$ cat config.mk
export PLATFORM = sky130hd
export DESIGN_NAME = fplt_seq
export DESIGN_NICKNAME = d
export VERILOG_FILES = /design/src/rtl/fplt_pkg.sv /design/src/rtl/fplt_seq.sv
export SDC_FILE = /design/constraint.sdc
export NUM_CORES = 1
export LEC_CHECK = 0
export ABC_AREA = 1
export BUFFER_PORTS_ARGS = -buffer_cell sky130_fd_sc_hd__buf_2
export CAP_MARGIN = 20
export CORE_AREA = 10 10 161 163
export CTS_CLUSTER_DIAMETER = 60
export DETAILED_ROUTE_END_ITERATION = 8
export DIE_AREA = 0 0 171 173
export PLACE_DENSITY_LB_ADDON = 0.08
export SYNTH_ARGS = -nofsm -noshare
export SYNTH_HDL_FRONTEND = slang
export SYNTH_SLANG_ARGS = --single-unit
$ cat constraint.sdc
create_clock -name aclk -period 15.16 [get_ports aclk]
set_clock_uncertainty 0.2 [all_clocks]
set_input_delay 2.274 -clock aclk [delete_from_list [all_inputs] [get_ports aclk]]
set_output_delay 2.274 -clock aclk [all_outputs]
set_load 0.03 [all_outputs]
$ cat src/rtl/fplt_pkg.sv
// Shared types and constants for the file page list table.
// No dependencies; imported by the sequencer, the top level and the bench.
package fplt_pkg;

    localparam int HEAD_W = 8;
    localparam int PAGE_W = 20;
    localparam int ADDR_W = 56;

    // Request codes carried on the mode field
    localparam logic [1:0] MODE_CREATE = 2'd0;
    localparam logic [1:0] MODE_ADD    = 2'd1;
    localparam logic [1:0] MODE_FIND   = 2'd2;
    localparam logic [1:0] MODE_REMOVE = 2'd3;

    typedef struct packed {
        logic [HEAD_W-1:0] node_index;
        logic [ADDR_W-1:0] found_address;
        logic              hit;
        logic              status;
    } fplt_result_t;

endpackage

$ cat src/rtl/fplt_seq.sv
// Request sequencer: clearing pass, free list, list walks and node updates.
// Depends on fplt_pkg; drives the node memory in fplt_ram.
module fplt_seq #(
    parameter int NODES     = 256,
    parameter int PAGE_BITS = 20,
    parameter int IW        = $clog2(NODES),
    parameter int DW        = IW + 1 + PAGE_BITS + 1 + fplt_pkg::ADDR_W
) (
    input  logic                          aclk,
    input  logic                          aresetn,
    input  logic                          s_valid,
    output logic                          s_ready,
    input  logic [1:0]                    s_mode,
    input  logic [fplt_pkg::HEAD_W-1:0]   s_list_head,
    input  logic [fplt_pkg::PAGE_W-1:0]   s_page_number,
    input  logic [fplt_pkg::ADDR_W-1:0]   s_page_address,
    output fplt_pkg::fplt_result_t        res,
    output logic                          res_valid,
    input  logic                          res_ready,
    output logic                          mem_we,
    output logic [IW-1:0]                 mem_waddr,
    output logic [DW-1:0]                 mem_wdata,
    output logic                          mem_re,
    output logic [IW-1:0]                 mem_raddr,
    input  logic [DW-1:0]                 mem_rdata
);
    import fplt_pkg::*;

    localparam int LW = IW + 1;             // link: none flag on top of the index
    localparam int TW = PAGE_BITS + 1;      // tag: empty marker on top of the page
    localparam int CW = $clog2(NODES + 1);  // walk step count up to NODES

    localparam logic [LW-1:0] LINK_NONE = {1'b1, {IW{1'b0}}};
    localparam logic [TW-1:0] EMPTY_TAG = {1'b1, {PAGE_BITS{1'b0}}};
    localparam logic [IW-1:0] LAST_IDX  = IW'(NODES - 1);

    typedef enum logic [3:0] {
        ST_CLEAR, ST_IDLE, ST_C_RD, ST_A_FREE, ST_A_HEAD, ST_A_NODE,
        ST_F_RD, ST_R_I, ST_R_N, ST_R_WR, ST_DONE
    } state_t;

    state_t          state_reg, state_next;
    logic [IW-1:0]   clr_reg, clr_next;
    logic [LW-1:0]   free_reg, free_next;
    logic [IW-1:0]   head_reg, head_next;
    logic [PAGE_BITS-1:0] pg_reg, pg_next;
    logic [ADDR_W-1:0] addr_reg, addr_next;
    logic [LW-1:0]   n_reg, n_next;
    logic [IW-1:0]   i_reg, i_next;
    logic [DW-1:0]   wi_reg, wi_next;
    logic [CW-1:0]   steps_reg, steps_next;
    fplt_result_t    res_reg, res_next;

    logic [31:0]     head_wide, pg_wide, n_wide;
    logic [IW-1:0]   head_idx;
    logic            head_ok;
    logic [PAGE_BITS-1:0] pg_in;
    logic [LW-1:0]   rd_link, wi_link;
    logic [TW-1:0]   rd_tag, wi_tag;
    logic [ADDR_W-1:0] rd_addr, wi_addr;
    logic            rd_match;
    logic [CW-1:0]   steps_inc;
    logic            steps_last;

    assign head_wide = 32'(s_list_head);
    assign head_idx  = head_wide[IW-1:0];
    assign head_ok   = head_wide < 32'(NODES);
    assign pg_wide   = 32'(s_page_number);
    assign pg_in     = pg_wide[PAGE_BITS-1:0];
    assign n_wide    = 32'(n_reg[IW-1:0]);

    assign rd_link  = mem_rdata[DW-1 -: LW];
    assign rd_tag   = mem_rdata[ADDR_W +: TW];
    assign rd_addr  = mem_rdata[ADDR_W-1:0];
    assign wi_link  = wi_reg[DW-1 -: LW];
    assign wi_tag   = wi_reg[ADDR_W +: TW];
    assign wi_addr  = wi_reg[ADDR_W-1:0];
    assign rd_match = rd_tag == {1'b0, pg_reg};

    assign steps_inc  = steps_reg + 1'b1;
    assign steps_last = steps_inc == CW'(NODES);

    assign s_ready   = state_reg == ST_IDLE;
    assign res_valid = state_reg == ST_DONE;
    assign res       = res_reg;

    // No state issues a read in the cycle it writes, and every walk re-reads
    // after the last write of the previous transaction, so no forwarding.
    always_comb begin
        state_next = state_reg;
        clr_next   = clr_reg;
        free_next  = free_reg;
        head_next  = head_reg;
        pg_next    = pg_reg;
        addr_next  = addr_reg;
        n_next     = n_reg;
        i_next     = i_reg;
        wi_next    = wi_reg;
        steps_next = steps_reg;
        res_next   = res_reg;
        mem_we     = 1'b0;
        mem_waddr  = '0;
        mem_wdata  = '0;
        mem_re     = 1'b0;
        mem_raddr  = '0;

        case (state_reg)
            ST_CLEAR: begin
                mem_we    = 1'b1;
                mem_waddr = clr_reg;
                mem_wdata = {(clr_reg == LAST_IDX) ? LINK_NONE : {1'b0, clr_reg + 1'b1},
                             EMPTY_TAG, {ADDR_W{1'b0}}};
                if (clr_reg == LAST_IDX) begin
                    state_next = ST_IDLE;
                end else begin
                    clr_next = clr_reg + 1'b1;
                end
            end
            ST_IDLE: begin
                if (s_valid) begin
                    pg_next    = pg_in;
                    addr_next  = s_page_address;
                    head_next  = head_idx;
                    i_next     = head_idx;
                    n_next     = free_reg;
                    steps_next = '0;
                    res_next   = '0;
                    state_next = ST_DONE;
                    case (s_mode)
                        MODE_CREATE: begin
                            if (free_reg[IW]) begin
                                res_next.status = 1'b1;
                            end else begin
                                mem_re     = 1'b1;
                                mem_raddr  = free_reg[IW-1:0];
                                state_next = ST_C_RD;
                            end
                        end
                        MODE_ADD: begin
                            if (head_ok) begin
                                if (free_reg[IW]) begin
                                    res_next.status = 1'b1;
                                end else begin
                                    mem_re     = 1'b1;
                                    mem_raddr  = free_reg[IW-1:0];
                                    state_next = ST_A_FREE;
                                end
                            end
                        end
                        MODE_FIND: begin
                            if (head_ok) begin
                                mem_re     = 1'b1;
                                mem_raddr  = head_idx;
                                state_next = ST_F_RD;
                            end
                        end
                        MODE_REMOVE: begin
                            if (head_ok) begin
                                mem_re     = 1'b1;
                                mem_raddr  = head_idx;
                                state_next = ST_R_I;
                            end
                        end
                        default: state_next = ST_DONE;
                    endcase
                end
            end
            ST_C_RD: begin
                free_next  = rd_link;
                mem_we     = 1'b1;
                mem_waddr  = n_reg[IW-1:0];
                mem_wdata  = {LINK_NONE, EMPTY_TAG, {ADDR_W{1'b0}}};
                res_next.node_index = n_wide[HEAD_W-1:0];
                state_next = ST_DONE;
            end
            ST_A_FREE: begin
                free_next  = rd_link;
                mem_re     = 1'b1;
                mem_raddr  = head_reg;
                state_next = ST_A_HEAD;
            end
            ST_A_HEAD: begin
                wi_next    = mem_rdata;
                mem_we     = 1'b1;
                mem_waddr  = head_reg;
                mem_wdata  = {n_reg, rd_tag, rd_addr};
                state_next = ST_A_NODE;
            end
            ST_A_NODE: begin
                // head taken from the free list itself ends up linking to itself
                mem_we     = 1'b1;
                mem_waddr  = n_reg[IW-1:0];
                mem_wdata  = {(head_reg == n_reg[IW-1:0]) ? n_reg : wi_link,
                              {1'b0, pg_reg}, addr_reg};
                state_next = ST_DONE;
            end
            ST_F_RD: begin
                if (rd_match) begin
                    res_next.hit           = 1'b1;
                    res_next.found_address = rd_addr;
                    state_next             = ST_DONE;
                end else if (rd_link[IW] || steps_last) begin
                    state_next = ST_DONE;
                end else begin
                    steps_next = steps_inc;
                    mem_re     = 1'b1;
                    mem_raddr  = rd_link[IW-1:0];
                end
            end
            ST_R_I: begin
                wi_next = mem_rdata;
                if (rd_link[IW]) begin
                    state_next = ST_DONE;
                end else begin
                    n_next     = rd_link;
                    mem_re     = 1'b1;
                    mem_raddr  = rd_link[IW-1:0];
                    state_next = ST_R_N;
                end
            end
            ST_R_N: begin
                if (rd_match) begin
                    // unlink: predecessor takes the successor of the match
                    mem_we     = 1'b1;
                    mem_waddr  = i_reg;
                    mem_wdata  = {rd_link, wi_tag, wi_addr};
                    state_next = ST_R_WR;
                end else if (steps_last) begin
                    state_next = ST_DONE;
                end else begin
                    steps_next = steps_inc;
                    wi_next    = mem_rdata;
                    i_next     = n_reg[IW-1:0];
                    if (rd_link[IW]) begin
                        state_next = ST_DONE;
                    end else begin
                        n_next    = rd_link;
                        mem_re    = 1'b1;
                        mem_raddr = rd_link[IW-1:0];
                    end
                end
            end
            ST_R_WR: begin
                mem_we       = 1'b1;
                mem_waddr    = n_reg[IW-1:0];
                mem_wdata    = {free_reg, EMPTY_TAG, {ADDR_W{1'b0}}};
                free_next    = n_reg;
                res_next.hit = 1'b1;
                state_next   = ST_DONE;
            end
            ST_DONE: begin
                if (res_ready) begin
                    state_next = ST_IDLE;
                end
            end
            default: state_next = ST_IDLE;
        endcase
    end

    always_ff @(posedge aclk) begin
        if (!aresetn) begin
            state_reg <= ST_CLEAR;
            clr_reg   <= '0;
            free_reg  <= '0;
        end else begin
            state_reg <= state_next;
            clr_reg   <= clr_next;
            free_reg  <= free_next;
        end
    end

    always_ff @(posedge aclk) begin
        head_reg  <= head_next;
        pg_reg    <= pg_next;
        addr_reg  <= addr_next;
        n_reg     <= n_next;
        i_reg     <= i_next;
        wi_reg    <= wi_next;
        steps_reg <= steps_next;
        res_reg   <= res_next;
    end

endmodule

==> results.cfg <==
[sta]
period_share = 0.519
worst_pin_slew_ns = 1.12
tns_ns = 0
finalWorstSetupSlack_ns = 7.29
max-slew-margin-rel = 0.255
setup_viol = 0
fmax_ghz = 0.127
hold_viol_final = 0
rsz0062_at_grt = false
finalMaxSlewViolations = 0
finalCriticalPeriod_ns = 7.87

[synthesis]
yosysTopAreaCellShare = 0.616
ys_top_cells_by_area = edfxtp_1 62%, nand2_1 9.8%, inv_1 4.8%
ys.warnings.count = 0
synth-adder-area-share = 0.00294
syn-num-nets = 1423
syn_avg_cell_area_um2 = 10.3
synth_top_flop_cell = edfxtp_1
synth_common_cells = 332 x nand2_1, 262 x edfxtp_1, 163 x inv_1, 126 x nor2_1, 68 x o211ai_1
yosysMostFrequentCell = nand2_1
ys_ff_latch = 283
synthArstFlopShare = 0
yosys.area_share.simple = 0.173
synth-compound-area-share = 0.105
syn_inst = 1244
synthMuxAreaShare = 0
synth_top_family_by_area = simple AND/OR/NAND/NOR gates
synth-xor-area-share = 0.00274
synth_top_area_cell = edfxtp_1
synth_enable_flop_cells = 262
syn_area_um2 = 12800
yosysUniqueCellTypes = 38
ys_seq_area_frac = 0.649

[placement]
dpl.hpwl_um = 28000
io_buffers = 347
placed_cells = 1844
pre_cts_ws_ns = 7.30
gp_congestion = 0.896

[clock_tree]
root_buffer = clkbuf_16
htree_levels = 1
clk_pin_slew_worst_paths_ns = 0.06
cts_resized = 0
cts_setup_buffers = 0
clk_latency_ns = 0.55
numCtsBuffers = 31
cts_hold_buf = 0
clock_path_buffers = 3
cts_tree = yes
cts.sinks = 283

[cells_and_area]
fin_nets = 1771
stdcell_count = 1907
layout-drive-gt1-share = 0.277
syn_to_final_growth_pct = 23.2
largest_reg_flops = 86

[drt]
viasPerCell = 5.48
drt-pass1-iter-count = 7
vias = 10400
drt-total-wl_um = 40200
post-route-drc-count = 0
avgRoutedWirePerCell_um = 21.1
ant_nets = 0
drt_iter0_drc = 1098

[hold_path]
min_path_cells = 2
min_path_type = flip-flop to flip-flop

[floorplanning]
die_x_um = 171
io_pins = 348
fp-row-count = 55
start_util = 0.566
core-area_um2 = 22600
die_y_um = 173
die_area_um2 = 29600

[grt]
met1_usage = 0.323
grt_start_max_net_pins = 83
grt_use_met3 = 0.0802
grtUsageTotal = 0.259
grt.overflow.total = 0
grt_pass1_wl_um = 59400
busiest_layer = met2
use_met2 = 0.412
grt_pass1_vias = 10400
antenna_found_initial = 10

[setup_path]
cp.required_ns = 12.69
critPathArrivalTime_ns = 5.39
endpoint_kind = primary output
startpoint_type = primary input
crit_fanout = 58
r2r-start = pg_reg[17]$_DFFE_PP_
crit_end = mem_wdata[85]
reg2regPathDepth = 13
r2r_end = i_reg[0]$_DFFE_PP_
rrSetupSlack_ns = 11.10
path_class = primary input to primary output
setup.worst_path.start = mem_rdata[73]

[power_and_ir_drop]
p_leak_nw = 6.76
vdd_drop_max_mv = 0.0965
p_per_area_nw_per_um2 = 161

[job]
maxCapViolCount = 0

[outcome]
outcome = finished, final reports clean
-- worst min-delay path by stage --
stage / start / to
2_1_floorplan: clr_reg[4]$_SDFFE_PN0P_ / clr_reg[4]$_SDFFE_PN0P_
3_3_place_gp: clr_reg[4]$_SDFFE_PN0P_ / clr_reg[4]$_SDFFE_PN0P_
3_5_place_dp: clr_reg[4]$_SDFFE_PN0P_ / clr_reg[4]$_SDFFE_PN0P_
4_1_cts: clr_reg[4]$_SDFFE_PN0P_ / clr_reg[4]$_SDFFE_PN0P_
5_1_grt: clr_reg[4]$_SDFFE_PN0P_ / clr_reg[4]$_SDFFE_PN0P_
6_report: clr_reg[4]$_SDFFE_PN0P_ / clr_reg[4]$_SDFFE_PN0P_
-- metrics by stage --
stage / total power [mW] / instance area (um2) / hold slack [ns] / utilization
3_5_place_dp: 1.84 / 14800 / 0.259 / 0.655
4_1_cts: 2.53 / 15700 / 0.269 / 0.696
2_1_floorplan: 1.59 / 12800 / 0.244 / -
3_3_place_gp: 1.83 / 14800 / 0.254 / 0.654
5_1_grt: 2.63 / 15700 / 0.307 / 0.697
6_report: 2.53 / 15700 / 0.270 / 0.697
-- where the power goes --
group | internal, mW | switching (mW) | leakage [nW]
Clock | 0.404 | 0.301 | 0.461
Combinational | 0.167 | 0.539 | 3.72
Sequential | 1.06 | 0.0643 | 2.58
Total | 1.63 | 0.904 | 6.76
-- per-layer routing --
layer | vias to the layer above | part of all wire
li1 | 4932 | -
met1 | 4829 | 0.38
met2 | 585 | 0.47
met3 | 94 | 0.12
met4 | 2 | 0.033
met5 | - | 0.00020
-- critical path, cell delays in order --
cell	delay [ns]
buf_2	0.11
nand2_1	0.10
nand2_1	0.06
nor2_1	0.11
nand2_1	0.07
nor2_1	0.14
nand3_2	0.36
nor2_4	0.75
buf_4	0.74
inv_1	0.22
o211ai_1	0.20
buf_2	0.22
-- layout by cell type (no fill, tap or decap), drive strengths merged, types with 3 or more instances in the layout --
master	Yosys	final
nand3	23	23
nand2	336	336
o2111ai	3	3
a221oi	3	3
nor3	9	9
diode	0	9
a22oi	4	4
nand4	12	12
xor2	3	3
dfxtp	21	21
ha	3	3
o21ai	40	40
o221ai	17	17
clkbuf	20	34
nand3b	4	4
o21bai	7	7
a21oi	42	42
clkinv	2	17
inv	177	178
nor2	146	146
buf	22	357
o211ai	68	68
o22ai	14	14
edfxtp	262	262
-- final cells by class --
class,instances,area [um2]
Clock inverter,20,150
Antenna cell,9,22.5
Fill cell,1753,6840
Clock buffer,34,787
Inverter,179,674
Timing Repair Buffer,357,1810
Multi-Input combinational cell,740,3640
Tap cell,285,357
Sequential cell,283,8290
-- cells by family (layout without fill, tap and decap cells) --
logic type | Yosys count | in the layout
buf+inv | 221 | 590
compound gates | 202 | 202
flops | 283 | 283
other cells | 0 | 9
fa+ha+maj | 3 | 3
xor+xnor | 4 | 4
simple gates | 531 | 531
Power figures use the tool's default switching activity.
